[src/sv/bf3_pkg.sv]
// types, constants and arithmetic helpers shared by the 3x3 box filter
`default_nettype none

package bf3_pkg;

	localparam int MAX_SIDE    = 16;
	localparam int PIX_W       = 8;
	localparam int POS_W       = $clog2(MAX_SIDE);
	localparam int CFG_W       = 5;
	localparam int SIDE_RESET  = 8;
	localparam int SUM_W       = PIX_W + 4;
	localparam int DIV_SH      = SUM_W + 4;
	localparam int PROD_W      = SUM_W + DIV_SH;
	localparam int RECIP6      = (2 ** DIV_SH) / 6 + 1;
	localparam int RECIP9      = (2 ** DIV_SH) / 9 + 1;
	localparam int MAX_RES     = 4;
	localparam int NRES_W      = $clog2(MAX_RES + 1);
	localparam int FIFO_DEPTH  = 8;
	localparam int PTR_W       = $clog2(FIFO_DEPTH);
	localparam int CNT_W       = $clog2(FIFO_DEPTH + 1);
	localparam int NEED_W      = $clog2(FIFO_DEPTH + 3 * MAX_RES + 1);

	typedef logic [PIX_W-1:0] pix_t;
	typedef logic [POS_W-1:0] pos_t;
	typedef logic [CFG_W-1:0] cfg_t;
	typedef logic [SUM_W-1:0] sum_t;
	typedef logic [PTR_W-1:0] ptr_t;
	typedef logic [CNT_W-1:0] cnt_t;
	typedef logic [NRES_W-1:0] nres_t;

	typedef enum logic [1:0] {
		DIV4,
		DIV6,
		DIV9
	} div_t;

	typedef struct packed {
		pix_t pixel;
		pos_t row;
		pos_t column;
		logic last;
	} res_t;

	localparam pos_t SIDE_RESET_M1 = POS_W'(SIDE_RESET - 1);

	// clamp the side register to the legal range and return side - 1
	function automatic pos_t side_m1_of(cfg_t v);
		pos_t r;
		if (v < CFG_W'(2)) begin
			r = POS_W'(1);
		end else if (v > CFG_W'(MAX_SIDE)) begin
			r = POS_W'(MAX_SIDE - 1);
		end else begin
			r = POS_W'(v - CFG_W'(1));
		end
		return r;
	endfunction

	function automatic div_t div_sel(logic rows3, logic cols3);
		div_t d;
		if (rows3 && cols3) begin
			d = DIV9;
		end else if (rows3 || cols3) begin
			d = DIV6;
		end else begin
			d = DIV4;
		end
		return d;
	endfunction

	// truncating mean: shift by two for four taps, reciprocal multiply for six or nine
	function automatic pix_t mean_of(sum_t s, div_t d);
		logic [PROD_W-1:0] p;
		pix_t q;
		p = '0;
		case (d)
			DIV4: begin
				q = PIX_W'(s >> 2);
			end
			DIV6: begin
				p = PROD_W'(s) * PROD_W'(RECIP6);
				q = PIX_W'(p >> DIV_SH);
			end
			DIV9: begin
				p = PROD_W'(s) * PROD_W'(RECIP9);
				q = PIX_W'(p >> DIV_SH);
			end
			default: begin
				q = PIX_W'(s >> 2);
			end
		endcase
		return q;
	endfunction

endpackage

`default_nettype wire

[src/sv/bf3_if.sv]
// stream interfaces of the 3x3 box filter: pixel input, result output, config write
`default_nettype none

interface bf3_pix_in_if;
	logic          valid;
	logic          ready;
	bf3_pkg::pix_t pixel_in;

	modport source (output valid, output pixel_in, input ready);
	modport sink (input valid, input pixel_in, output ready);
endinterface

interface bf3_pix_out_if;
	logic          valid;
	logic          ready;
	bf3_pkg::pix_t pixel_out;
	bf3_pkg::pos_t out_row;
	bf3_pkg::pos_t out_column;
	logic          frame_last;

	modport source (output valid, output pixel_out, output out_row, output out_column,
		output frame_last, input ready);
	modport sink (input valid, input pixel_out, input out_row, input out_column,
		input frame_last, output ready);
endinterface

interface bf3_cfg_if;
	logic          valid;
	logic          ready;
	bf3_pkg::cfg_t image_side;

	modport source (output valid, output image_side, input ready);
	modport sink (input valid, input image_side, output ready);
endinterface

`default_nettype wire

[src/sv/box_filter_3x3_clipped_border.sv]
// top level of the 3x3 box filter with clipped borders
//
//   channel   dir   payload                                          request when
//   pix_in    in    pixel_in                                         valid & ready
//   pix_out   out   pixel_out, out_row, out_column, frame_last       valid & ready
//   cfg       in    image_side                                       valid & ready
//
// one pixel per cycle while pix_in is ready; a result is written to the result queue from the stage 2 registers
// stages: line store read, column sums, divide (shift or reciprocal multiply) into an 8-entry result queue
// pix_in stalls when the queue cannot take four more results beyond those in flight
// the bottom row gives two results for most pixels, so pix_in stalls there while the queue drains
// reset: side 8, position row 0 column 0, queue empty; line stores are never cleared
`default_nettype none

module box_filter_3x3_clipped_border (
	input  logic           clk,
	input  logic           arst_n,
	bf3_pix_in_if.sink     pix_in,
	bf3_pix_out_if.source  pix_out,
	bf3_cfg_if.sink        cfg
);

	localparam int NR = bf3_pkg::MAX_RES;

	bf3_pkg::pos_t side_m1_q;
	bf3_pkg::pos_t row_q;
	bf3_pkg::pos_t col_q;
	logic          in_acc;
	logic          cfg_acc;
	logic          pop;
	logic [NR-1:0] vld_now;

	logic          s1_valid;
	logic [NR-1:0] vld_s1;
	bf3_pkg::pix_t pix_s1;
	bf3_pkg::pos_t row_s1;
	bf3_pkg::pos_t col_s1;
	logic          rge2_s1;
	logic          cge2_s1;
	bf3_pkg::pix_t ra_rd;
	bf3_pkg::pix_t rb_rd;
	bf3_pkg::pix_t win_q [0:2][0:1];
	bf3_pkg::pix_t w [0:2][0:2];
	bf3_pkg::sum_t wm [0:2][0:2];
	bf3_pkg::sum_t s2c [0:2];
	bf3_pkg::sum_t s3c [0:2];
	bf3_pkg::sum_t sums [0:NR-1];

	logic          [NR-1:0] vld_s2;
	bf3_pkg::sum_t sum_s2 [0:NR-1];
	bf3_pkg::pos_t row_s2;
	bf3_pkg::pos_t col_s2;
	logic          rge2_s2;
	logic          cge2_s2;
	bf3_pkg::div_t dv [0:NR-1];
	bf3_pkg::res_t res [0:NR-1];
	bf3_pkg::ptr_t off [0:NR-1];

	bf3_pkg::res_t fifo_q [0:bf3_pkg::FIFO_DEPTH-1];
	bf3_pkg::ptr_t head_q;
	bf3_pkg::ptr_t tail_q;
	bf3_pkg::cnt_t count_q;
	bf3_pkg::cnt_t nw;
	bf3_pkg::nres_t n_s1;
	bf3_pkg::nres_t n_s2;
	logic [bf3_pkg::NEED_W-1:0] need;

	// handshakes
	assign cfg.ready = 1'b1;
	assign cfg_acc   = cfg.valid & cfg.ready;
	assign n_s1      = bf3_pkg::NRES_W'($countones(vld_s1));
	assign n_s2      = bf3_pkg::NRES_W'($countones(vld_s2));
	assign need      = bf3_pkg::NEED_W'(count_q) + bf3_pkg::NEED_W'(n_s1)
		+ bf3_pkg::NEED_W'(n_s2) + bf3_pkg::NEED_W'(NR);
	assign pix_in.ready = (need <= bf3_pkg::NEED_W'(bf3_pkg::FIFO_DEPTH));
	assign in_acc    = pix_in.valid & pix_in.ready;
	assign pop       = pix_out.valid & pix_out.ready;

	// results caused by the next pixel, in output order
	always_comb begin
		vld_now[0] = (row_q != '0) && (col_q != '0);
		vld_now[1] = (row_q != '0) && (col_q == side_m1_q);
		vld_now[2] = (row_q == side_m1_q) && (col_q != '0);
		vld_now[3] = (row_q == side_m1_q) && (col_q == side_m1_q);
	end

	// position and side
	always_ff @(posedge clk or negedge arst_n) begin
		if (!arst_n) begin
			side_m1_q <= bf3_pkg::SIDE_RESET_M1;
			row_q     <= '0;
			col_q     <= '0;
		end else if (cfg_acc) begin
			side_m1_q <= bf3_pkg::side_m1_of(cfg.image_side);
			row_q     <= '0;
			col_q     <= '0;
		end else if (in_acc) begin
			if (col_q == side_m1_q) begin
				col_q <= '0;
				row_q <= (row_q == side_m1_q) ? '0 : row_q + bf3_pkg::POS_W'(1);
			end else begin
				col_q <= col_q + bf3_pkg::POS_W'(1);
			end
		end
	end

	// line stores: ram_a holds row r-2, ram_b holds row r-1
	bf3_ram #(
		.WIDTH(bf3_pkg::PIX_W),
		.DEPTH(bf3_pkg::MAX_SIDE)
	) u_ram_a (
		.clk     (clk),
		.we      (s1_valid),
		.wr_addr (col_s1),
		.wr_data (rb_rd),
		.rd_addr (col_q),
		.rd_data (ra_rd)
	);

	bf3_ram #(
		.WIDTH(bf3_pkg::PIX_W),
		.DEPTH(bf3_pkg::MAX_SIDE)
	) u_ram_b (
		.clk     (clk),
		.we      (s1_valid),
		.wr_addr (col_s1),
		.wr_data (pix_s1),
		.rd_addr (col_q),
		.rd_data (rb_rd)
	);

	// stage 1
	always_ff @(posedge clk or negedge arst_n) begin
		if (!arst_n) begin
			s1_valid <= 1'b0;
			vld_s1   <= '0;
		end else begin
			s1_valid <= in_acc;
			vld_s1   <= in_acc ? vld_now : '0;
		end
	end

	always_ff @(posedge clk) begin
		if (in_acc) begin
			pix_s1  <= pix_in.pixel_in;
			row_s1  <= row_q;
			col_s1  <= col_q;
			rge2_s1 <= (row_q >= bf3_pkg::POS_W'(2));
			cge2_s1 <= (col_q >= bf3_pkg::POS_W'(2));
		end
	end

	always_comb begin
		for (int i = 0; i < 3; i++) begin
			w[i][0] = win_q[i][0];
			w[i][1] = win_q[i][1];
		end
		w[0][2] = ra_rd;
		w[1][2] = rb_rd;
		w[2][2] = pix_s1;
		// out-of-image taps drop out of the sums
		for (int i = 0; i < 3; i++) begin
			for (int j = 0; j < 3; j++) begin
				wm[i][j] = bf3_pkg::SUM_W'(w[i][j]
					& {bf3_pkg::PIX_W{(i != 0 || rge2_s1) && (j != 0 || cge2_s1)}});
			end
		end
		for (int j = 0; j < 3; j++) begin
			s2c[j] = wm[1][j] + wm[2][j];
			s3c[j] = s2c[j] + wm[0][j];
		end
		sums[0] = s3c[0] + s3c[1] + s3c[2];
		sums[1] = s3c[1] + s3c[2];
		sums[2] = s2c[0] + s2c[1] + s2c[2];
		sums[3] = s2c[1] + s2c[2];
	end

	always_ff @(posedge clk) begin
		if (s1_valid) begin
			for (int i = 0; i < 3; i++) begin
				win_q[i][0] <= w[i][1];
				win_q[i][1] <= w[i][2];
			end
		end
	end

	// stage 2
	always_ff @(posedge clk or negedge arst_n) begin
		if (!arst_n) begin
			vld_s2 <= '0;
		end else begin
			vld_s2 <= vld_s1;
		end
	end

	always_ff @(posedge clk) begin
		if (s1_valid) begin
			for (int i = 0; i < NR; i++) begin
				sum_s2[i] <= sums[i];
			end
			row_s2  <= row_s1;
			col_s2  <= col_s1;
			rge2_s2 <= rge2_s1;
			cge2_s2 <= cge2_s1;
		end
	end

	always_comb begin
		dv[0] = bf3_pkg::div_sel(rge2_s2, cge2_s2);
		dv[1] = bf3_pkg::div_sel(rge2_s2, 1'b0);
		dv[2] = bf3_pkg::div_sel(1'b0, cge2_s2);
		dv[3] = bf3_pkg::DIV4;
		for (int i = 0; i < NR; i++) begin
			res[i].pixel = bf3_pkg::mean_of(sum_s2[i], dv[i]);
			res[i].last  = 1'b0;
		end
		res[0].row    = row_s2 - bf3_pkg::POS_W'(1);
		res[0].column = col_s2 - bf3_pkg::POS_W'(1);
		res[1].row    = row_s2 - bf3_pkg::POS_W'(1);
		res[1].column = col_s2;
		res[2].row    = row_s2;
		res[2].column = col_s2 - bf3_pkg::POS_W'(1);
		res[3].row    = row_s2;
		res[3].column = col_s2;
		res[3].last   = 1'b1;
		// pack valid results into consecutive queue slots
		off[0] = tail_q;
		for (int i = 1; i < NR; i++) begin
			off[i] = off[i-1] + bf3_pkg::PTR_W'(vld_s2[i-1]);
		end
	end

	assign nw = bf3_pkg::CNT_W'(n_s2);

	// result queue
	always_ff @(posedge clk) begin
		for (int i = 0; i < NR; i++) begin
			if (vld_s2[i]) begin
				fifo_q[off[i]] <= res[i];
			end
		end
	end

	always_ff @(posedge clk or negedge arst_n) begin
		if (!arst_n) begin
			head_q  <= '0;
			tail_q  <= '0;
			count_q <= '0;
		end else begin
			if (pop) begin
				head_q <= head_q + bf3_pkg::PTR_W'(1);
			end
			tail_q  <= tail_q + bf3_pkg::PTR_W'(nw);
			count_q <= count_q + nw - bf3_pkg::CNT_W'(pop);
		end
	end

	assign pix_out.valid      = (count_q != '0);
	assign pix_out.pixel_out  = fifo_q[head_q].pixel;
	assign pix_out.out_row    = fifo_q[head_q].row;
	assign pix_out.out_column = fifo_q[head_q].column;
	assign pix_out.frame_last = fifo_q[head_q].last;

	a_no_overflow: assert property (@(posedge clk) disable iff (!arst_n)
		count_q <= bf3_pkg::CNT_W'(bf3_pkg::FIFO_DEPTH))
		else $error("result queue overflow");

	a_room_on_write: assert property (@(posedge clk) disable iff (!arst_n)
		(vld_s2 != '0) |-> (int'(count_q) + int'(nw) <= bf3_pkg::FIFO_DEPTH))
		else $error("results written without queue room");

	a_pos_in_image: assert property (@(posedge clk) disable iff (!arst_n)
		(row_q <= side_m1_q) && (col_q <= side_m1_q))
		else $error("position outside image");

	a_last_corner: assert property (@(posedge clk) disable iff (!arst_n)
		(pix_out.valid && pix_out.frame_last) |-> (pix_out.out_row == pix_out.out_column))
		else $error("frame_last off the corner");

endmodule

`default_nettype wire

[src/sv/bf3_ram.sv]
// generic simple dual-port ram with registered read
`default_nettype none

module bf3_ram #(
	parameter int WIDTH = 8,
	parameter int DEPTH = 16
) (
	input  logic                     clk,
	input  logic                     we,
	input  logic [$clog2(DEPTH)-1:0] wr_addr,
	input  logic [WIDTH-1:0]         wr_data,
	input  logic [$clog2(DEPTH)-1:0] rd_addr,
	output logic [WIDTH-1:0]         rd_data
);

	logic [WIDTH-1:0] mem [0:DEPTH-1];

	always_ff @(posedge clk) begin
		if (we) begin
			mem[wr_addr] <= wr_data;
		end
		rd_data <= mem[rd_addr];
	end

endmodule

`default_nettype wire
[src/flat_wrapper.sv]
// flat-port wrapper written by rule: the top's interface ports become plain ports
module box_filter_3x3_clipped_border_flat 
  (clk, arst_n, pix_in_valid, pix_in_pixel_in, pix_in_ready, pix_out_valid, pix_out_pixel_out, pix_out_out_row, pix_out_out_column, pix_out_frame_last, pix_out_ready, cfg_valid, cfg_image_side, cfg_ready);
  bf3_pix_in_if pix_in_i ();
  bf3_pix_out_if pix_out_i ();
  bf3_cfg_if cfg_i ();
  input  logic clk;
  input  logic arst_n;
  input wire logic [$bits(pix_in_i.valid)-1:0] pix_in_valid;
  input wire logic [$bits(pix_in_i.pixel_in)-1:0] pix_in_pixel_in;
  output wire logic [$bits(pix_in_i.ready)-1:0] pix_in_ready;
  output wire logic [$bits(pix_out_i.valid)-1:0] pix_out_valid;
  output wire logic [$bits(pix_out_i.pixel_out)-1:0] pix_out_pixel_out;
  output wire logic [$bits(pix_out_i.out_row)-1:0] pix_out_out_row;
  output wire logic [$bits(pix_out_i.out_column)-1:0] pix_out_out_column;
  output wire logic [$bits(pix_out_i.frame_last)-1:0] pix_out_frame_last;
  input wire logic [$bits(pix_out_i.ready)-1:0] pix_out_ready;
  input wire logic [$bits(cfg_i.valid)-1:0] cfg_valid;
  input wire logic [$bits(cfg_i.image_side)-1:0] cfg_image_side;
  output wire logic [$bits(cfg_i.ready)-1:0] cfg_ready;
  assign pix_in_i.valid = pix_in_valid;
  assign pix_in_i.pixel_in = pix_in_pixel_in;
  assign pix_in_ready = pix_in_i.ready;
  assign pix_out_valid = pix_out_i.valid;
  assign pix_out_pixel_out = pix_out_i.pixel_out;
  assign pix_out_out_row = pix_out_i.out_row;
  assign pix_out_out_column = pix_out_i.out_column;
  assign pix_out_frame_last = pix_out_i.frame_last;
  assign pix_out_i.ready = pix_out_ready;
  assign cfg_i.valid = cfg_valid;
  assign cfg_i.image_side = cfg_image_side;
  assign cfg_ready = cfg_i.ready;
  box_filter_3x3_clipped_border u_core (.clk(clk), .arst_n(arst_n), .pix_in(pix_in_i), .pix_out(pix_out_i), .cfg(cfg_i));
endmodule
[config.mk]
export PLATFORM = sky130hd
export DESIGN_NAME = box_filter_3x3_clipped_border_flat
export DESIGN_NICKNAME = d
export VERILOG_FILES = /design/src/sv/bf3_pkg.sv /design/src/sv/bf3_if.sv /design/src/sv/box_filter_3x3_clipped_border.sv /design/src/sv/bf3_ram.sv /design/src/flat_wrapper.sv
export SDC_FILE = /design/constraint.sdc
export NUM_CORES = 1
export LEC_CHECK = 0
export ABC_AREA = 0
export BUFFER_PORTS_ARGS = -buffer_cell sky130_fd_sc_hd__buf_2
export CAP_MARGIN = 0
export CELL_PAD_IN_SITES_DETAIL_PLACEMENT = 1
export CELL_PAD_IN_SITES_GLOBAL_PLACEMENT = 1
export CORE_UTILIZATION = 45
export DETAILED_ROUTE_END_ITERATION = 10
export PLACE_DENSITY_LB_ADDON = 0.1
export SYNTH_ARGS = -nofsm -noshare
export SYNTH_HDL_FRONTEND = slang
export SYNTH_HIERARCHICAL = 1
export SYNTH_SLANG_ARGS = --single-unit
[constraint.sdc]
create_clock -name clk -period 5.8 [get_ports clk]
set_input_delay 0.58 -clock clk [delete_from_list [all_inputs] [get_ports clk]]
set_output_delay 0.58 -clock clk [all_outputs]
set_load 0.005 [all_outputs]
==> results of run 1 <==
==> worst reg2reg max path, stage by stage, from the launching register on <==
cell and delay [ns]:
edfxtp_1 0.39, inv_1 0.09, ha_1 0.29, inv_1 0.07
fa_1 0.49, inv_1 0.06, fa_1 0.53, fa_1 0.44
fa_1 0.50, inv_1 0.05, ha_1 0.33, a2111oi_4 0.37
o21ai_0 0.14, o21ai_1 0.15, buf_4 0.16, o22ai_4 0.09
buf_6 0.14, a31oi_2 0.23, nor2b_1 0.21, xor2_1 0.23
o311a_4 0.25, a31oi_1 0.12
==> flip-flops by register name (all words and copies together) (netlist names), 8 cells and up <==
name,cells
u_core/u_ram_b/rd_data,8
u_core/sum_s2,42
u_core/u_ram_b/mem,128
u_core/win_q,48
u_core/u_ram_a/mem,128
u_core/fifo_q,136
u_core/u_ram_a/rd_data,8
u_core/pix_s1,8
==> through the flow <==
step	area (um2)	worst slack, ns	hold WS [ns]
floorplan	37200	0.355	0.284
global placement	39100	0.119	0.390
detailed placement	39100	-0.0534	0.403
CTS	41400	0.0286	0.0212
global route	41600	-0.0168	0.0690
finish	41600	0.171	0.0220
==> what timing repair did <==
| item | 4_1_cts | 5_1_grt |
|---|---|---|
| pin swaps | 0 | 4 |
| hold endpoints to repair | 0 | 0 |
| setup buffers | 1 | 5 |
| resized for setup | 4 | 24 |
| setup endpoints to repair | 10 | 66 |
==> cells in the final DEF, fill, tap and decap left out, types with 39 or more instances in the layout <==
master | Yosys | final
a22oi_1 | 60 | 60
a21oi_1 | 117 | 114
nand2_1 | 205 | 205
fa_1 | 183 | 182
ha_1 | 380 | 376
xor2_1 | 40 | 39
xnor2_1 | 115 | 115
mux4_2 | 70 | 70
edfxtp_1 | 502 | 502
buf_4 | 3 | 100
inv_1 | 435 | 435
clkbuf_16 | 0 | 68
nand3_1 | 67 | 67
nor2_1 | 134 | 134
o21ai_0 | 82 | 80
==> path summary, 6_finish.rpt <==
path	from	to	slack [ns]	depth (start not counted)
setup / recovery	u_core/sum_s2[0][10]$_DFFE_PP_	u_core/fifo_q[7][13]$_DFFE_PP_	0.17	21
hold / removal	arst_n	u_core/col_q[2]$_DFFE_PN0P_	0.02	1
setup reg to reg	u_core/sum_s2[0][10]$_DFFE_PP_	u_core/fifo_q[7][13]$_DFFE_PP_	0.17	21
hold reg to reg	u_core/vld_s1[3]$_DFF_PN0_	u_core/vld_s2[3]$_DFF_PN0_	0.41	0
max in group asynchronous	arst_n	u_core/col_q[0]$_DFFE_PN0P_	5.24	1
min in group clk	pix_in_pixel_in[1]	u_core/pix_s1[1]$_DFFE_PP_	0.13	1
==> kinds of logic after synthesis <==
family | share of synthesized area, %
AO/OA/AOI/OAI | 8.76
adder cells (fa/ha/maj) | 22.6
buffers and inverters | 5.44
XOR/XNOR | 4.09
multiplexers | 7.59
AND/OR/NAND/NOR | 7.60
flip-flops | 43.9
other | 0.0101
==> routing by layer <==
metal	track usage, %	routed length [um]	up-vias
met1	32.0	43600	12553
li1	-	-	11171
met3	3.27	4860	218
met2	44.3	52200	662
met5	0	0	-
met4	9.41	3980	0
==> final cells by class <==
class                           instances  area, um2
Timing Repair Buffer                  140       1000
Inverter                              436       1640
Multi-Input combinational cell       1953      19000
Sequential cell                       557      16300
Fill cell                            8395      40400
Clock inverter                         41        458
Clock buffer                           82       1800
Tap cell                             1070       1340
==> impl_results.md, run 1 <==
- Global-route wire length before repair: 159 mm
- Number of global-route vias before repair: 26.7k
- Worst slew pin tran: 1.18 ns
- Min cycle time layout: 5.63 ns
- Crit path largest cell delay: 0.53 ns
- CP top delay family: adder cells
- Syn_area_per_cell: 12.3 um2
- CP cell instances: inv_1 > ha_1 > inv_1 > fa_1 > inv_1 > fa_1 > fa_1 > fa_1 > inv_1 > ha_1 > a2111oi_4 > o21ai_0 > o21ai_1 > buf_4 > o22ai_4 > buf_6 > a31oi_2 > nor2b_1 > xor2_1 > o311a_4 > a31oi_1
- Number of synthesized flops with an enable pin: 502
- Slew Viols, Final: 0
- Share of the synthesized area in the top cell type: 40.5%
- Initial core utilization: 45.4%
- Post-Route WL: 105 mm
- Post-Syn Area: 0.0372 mm2
- Final period util: 97.0%
- Share of cells above drive strength 1: 13.2%
- Routed via count: 24.6k
- CP max-delay cell: fa_1
- Routed wire length per instance: 24.5 um
- GR Util All Layers: 25.3%
- Syn_nets: 3603
- Non-Filler Instances: 4279
- Min-Delay Path Class: input pin to async pin
- Final setup fails: 0
- PortBufs: 36
- Crit Path Class: flop to flop
- Synthesized flop and latch total: 557
- Antenna violations before repair: 0
- Grt total ovfl: 0
- FFs w/ async S/R, synth: 5.57%
- Synth top cells by count: edfxtp_1, inv_1, ha_1
- Root Buffer: clkbuf_16
- Max frequency: 0.178 GHz
- Clk Latency, worst-skew pair: 0.62 ns
- Hold_buf cts: 0
- Post-route ant nets: 0
- DP Wirelength: 78.7 mm
- Final cell utilization of the core: 50.7%
- Final-stage net count: 3736
- Die area: 0.0839 mm2
- ANT cells: 0
- Die width: 290 um
- Status: finished clean
- Largest net degree at the start of global routing: 59
- Routability cong.: 0.889
- Row cnt: 105
- WP data required: 6.08 ns
- Dpl cells: 4150
- Netlist cell types: 88
- # DRC: 0
- Critical Path Sink Type: flop
- Crit path DAT: 5.91 ns
- Register area share after synthesis: 43.9%
- Worst Path Max Fanout: 8
- Area Overhead vs Synth: 11.7%
- Final Hold Fails: 0
- Count leader, synth: edfxtp_1
- Max Cap Viol: 0
- Die height: 290 um
- CP bufs+invs: 6
- Clock Pin Slew Worst Setup and Hold Paths: 0.06 ns
- TritonCTS clock tree: built
- Slew headroom: 21.0%
- Core box area: 0.0820 mm2
- Ys Warns: 6
- Synth Instances: 3022
- Ranking of synthesized cells by area: edfxtp_1, ha_1, fa_1
- Clock buffer depth: 3
- CP Launch Type: flop
- Ports: 38
- DR vias/cell: 5.75
- Pre-antenna DRT Iters: 5
- Setup TNS: 0 ns
- Skew final: 0.0416 ns
- Largest area contributor in the netlist: edfxtp_1
- CTS H-Tree Depth: 3
- Dominant synthesized flop cell: edfxtp_1
- Num CTS Buffers: 67
- Clk sinks: 557
- Drt first-iter violations: 1493
Power of run 1 is left out: the tool's default activity adds up to more than one toggle a clock period on the data nets, which glitch-free logic cannot reach.
==> run 2: changes to the inputs <==
REMOVE_ABC_BUFFERS = 1   (was unset)
==> run 2 against run 1 <==
Register-to-register slack hardly changed. Clock skew is 0.0077 ns higher. Utilization hardly changed. Die area stayed put. Routed wire length is 0.91% higher. Critical path depth is 3 lower. Final cell count is 0.14% lower. Via count is 0.67% higher. Largest cell class unchanged.
==> impl_results.md, run 2 (synthesized netlist as in run 1, its figures left out) <==
- Routability cong.: 0.908 (+2.2%)
- Largest net degree at the start of global routing: 58 (-1.7%)
- Routed via count: 24.8k (+0.67%)
- Max Cap Viol: 0 (unchanged)
- Crit path DAT: 5.94 ns (+0.03 ns)
- Setup TNS: 0 ns (unchanged)
- Post-Route WL: 106 mm (+0.91%)
- Max frequency: 0.178 GHz (about the same)
- Multi-input combinational cell area: 0.0190 mm2 (about the same)
- Grt total ovfl: 0 (unchanged)
- Row cnt: 105 (unchanged)
- Share of cells above drive strength 1: 12.7% (-0.44 points)
- Clk sinks: 557 (unchanged)
- Final-stage net count: 3734 (-0.054%)
- CP Depth: 18 (-14%)
- Crit Path Class: flop to flop
- Skew final: 0.0492 ns (+0.00766 ns)
- CP top delay family: adder cells
- Pre-antenna DRT Iters: 5 (unchanged)
- Non-Filler Instances: 4273 (-0.14%)
- Die width: 290 um (unchanged)
- CP Launch Type: flop
- Worst Path Max Fanout: 8 (unchanged)
- Commonest non-fill, non-tap cell in the layout: edfxtp_1
- Area Overhead vs Synth: 11.7% (about the same)
- CTS H-Tree Depth: 3 (unchanged)
- Slew headroom: 9.84% (-11 points)
- Crit path largest cell delay: 0.57 ns (+0.04 ns)
- CP max-delay cell: fa_1
- Post-route ant nets: 0 (unchanged)
- TritonCTS clock tree: built
- Hold_buf cts: 0 (unchanged)
- CP cell instances: ha_1 > ha_1 > inv_1 > fa_1 > inv_1 > fa_1 > fa_1 > ha_1 > o21ai_0 > o21ai_0 > a221oi_2 > a22oi_1 > buf_4 > a31o_2 > xor2_1 > mux2_2 > a22oi_1 > o211ai_1
- Clock Pin Slew Worst Setup and Hold Paths: 0.06 ns (about the same)
- Final Hold Fails: 0 (unchanged)
- CP bufs+invs: 3 (-3)
- Final setup fails: 0 (unchanged)
- Cells on worst reg2reg path: 18 (-14%)
- Min-Delay Path Class: input pin to async pin
- Initial core utilization: 45.4% (unchanged)
- Min cycle time layout: 5.63 ns (+0.00378 ns)
- Final period util: 97.1% (about the same)
- Dpl cells: 4149 (-0.024%)
- Num CTS Buffers: 67 (unchanged)
- Sequential cell area: 0.0163 mm2 (unchanged)
- PortBufs: 36 (unchanged)
- Clock buffer depth: 3 (unchanged)
- DR vias/cell: 5.80 (+0.82%)
- Commonest cells after routing, fill and taps aside: edfxtp_1, inv_1, ha_1
- ANT cells: 0 (unchanged)
- Critical Path Sink Type: flop
- WP data required: 6.10 ns (+0.02 ns)
- # DRC: 0 (unchanged)
- Worst hold margin: 0.00920 ns (-0.0128 ns)
- Ports: 38 (unchanged)
- Antenna violations before repair: 0 (unchanged)
- Worst slew pin tran: 1.34 ns (+0.160 ns)
- Slew Viols, Final: 0 (unchanged)
- Status: finished clean
- DP Wirelength: 78.7 mm (about the same)
- GR Util All Layers: 25.5% (+0.17 points)
- Die area: 0.0839 mm2 (unchanged)
- Number of global-route vias before repair: 27.0k (+0.89%)
- Die height: 290 um (unchanged)
- Core box area: 0.0820 mm2 (unchanged)
- Routed wire length per instance: 24.7 um (+1.0%)
- Drt first-iter violations: 1737 (+16%)
- Root Buffer: clkbuf_16
- Clk Latency, worst-skew pair: 0.64 ns (+0.02 ns)
- Fillers: 8421 (+0.31%)
- Number of flip-flops under the largest register name: 136 (unchanged)
- Global-route wire length before repair: 160 mm (+0.35%)
run 2: cell types whose count changed in the layout (fill, tap and decap cells not counted), sizes merged:
cell / delta
buf: -2
bufinv: +1
clkbuf: +2
clkinv: +2
clkinvlp: -6
inv: -3
run 2: per-layer routing:
layer  global-route usage [%]  vias to the layer above  wire [um]
li1                         -                    11159          -
met1                     31.7                    12678      43600
met2                     44.9                      691      52800
met3                     3.74                      242       5020
met4                     9.44                        0       4220
met5                        0                        -          0
run 2: metrics by stage:
step,cell area [um2],setup WS (ns),utilization (%)
detailed placement,39100,-0.0483,47.7
CTS,41400,0.0185,50.5
global placement,39100,0.111,47.7
floorplan,36800,0.355,-
finish,41600,0.167,50.7
global route,41600,-0.0120,50.7
run 2: path summary, 6_finish.rpt:
| check | slack, ns | endpoint | start |
|---|---|---|---|
| setup / recovery | 0.17 | u_core/fifo_q[1][15]$_DFFE_PP_ | u_core/sum_s2[2][3]$_DFFE_PP_ |
| hold / removal | 0.009 | u_core/count_q[3]$_DFF_PN0_ | arst_n |
| setup reg to reg | 0.17 | u_core/fifo_q[1][15]$_DFFE_PP_ | u_core/sum_s2[2][3]$_DFFE_PP_ |
| hold reg to reg | 0.40 | u_core/vld_s2[3]$_DFF_PN0_ | u_core/vld_s1[3]$_DFF_PN0_ |
| max in group asynchronous | 5.23 | u_core/s1_valid$_DFF_PN0_ | arst_n |
| min in group clk | 0.13 | u_core/pix_s1[7]$_DFFE_PP_ | pix_in_pixel_in[7] |
run 2: cell type report:
cell class                 instances  share of cell area (%)
clock buffer                      84                    4.28
timing repair buffer             138                    2.34
inverter                         436                    3.94
tap                             1070                    3.22
multi-input combinational       1953                    45.7
clock inverter                    35                    1.21
sequential                       557                    39.3
run 2: what timing repair did:
action,in CTS,in global routing
setup endpoints to repair,4,64
gates resized for setup,1,29
setup buffers,0,5
pin swaps,1,4
cloned,0,0
Power of run 2 is left out for the same reason.
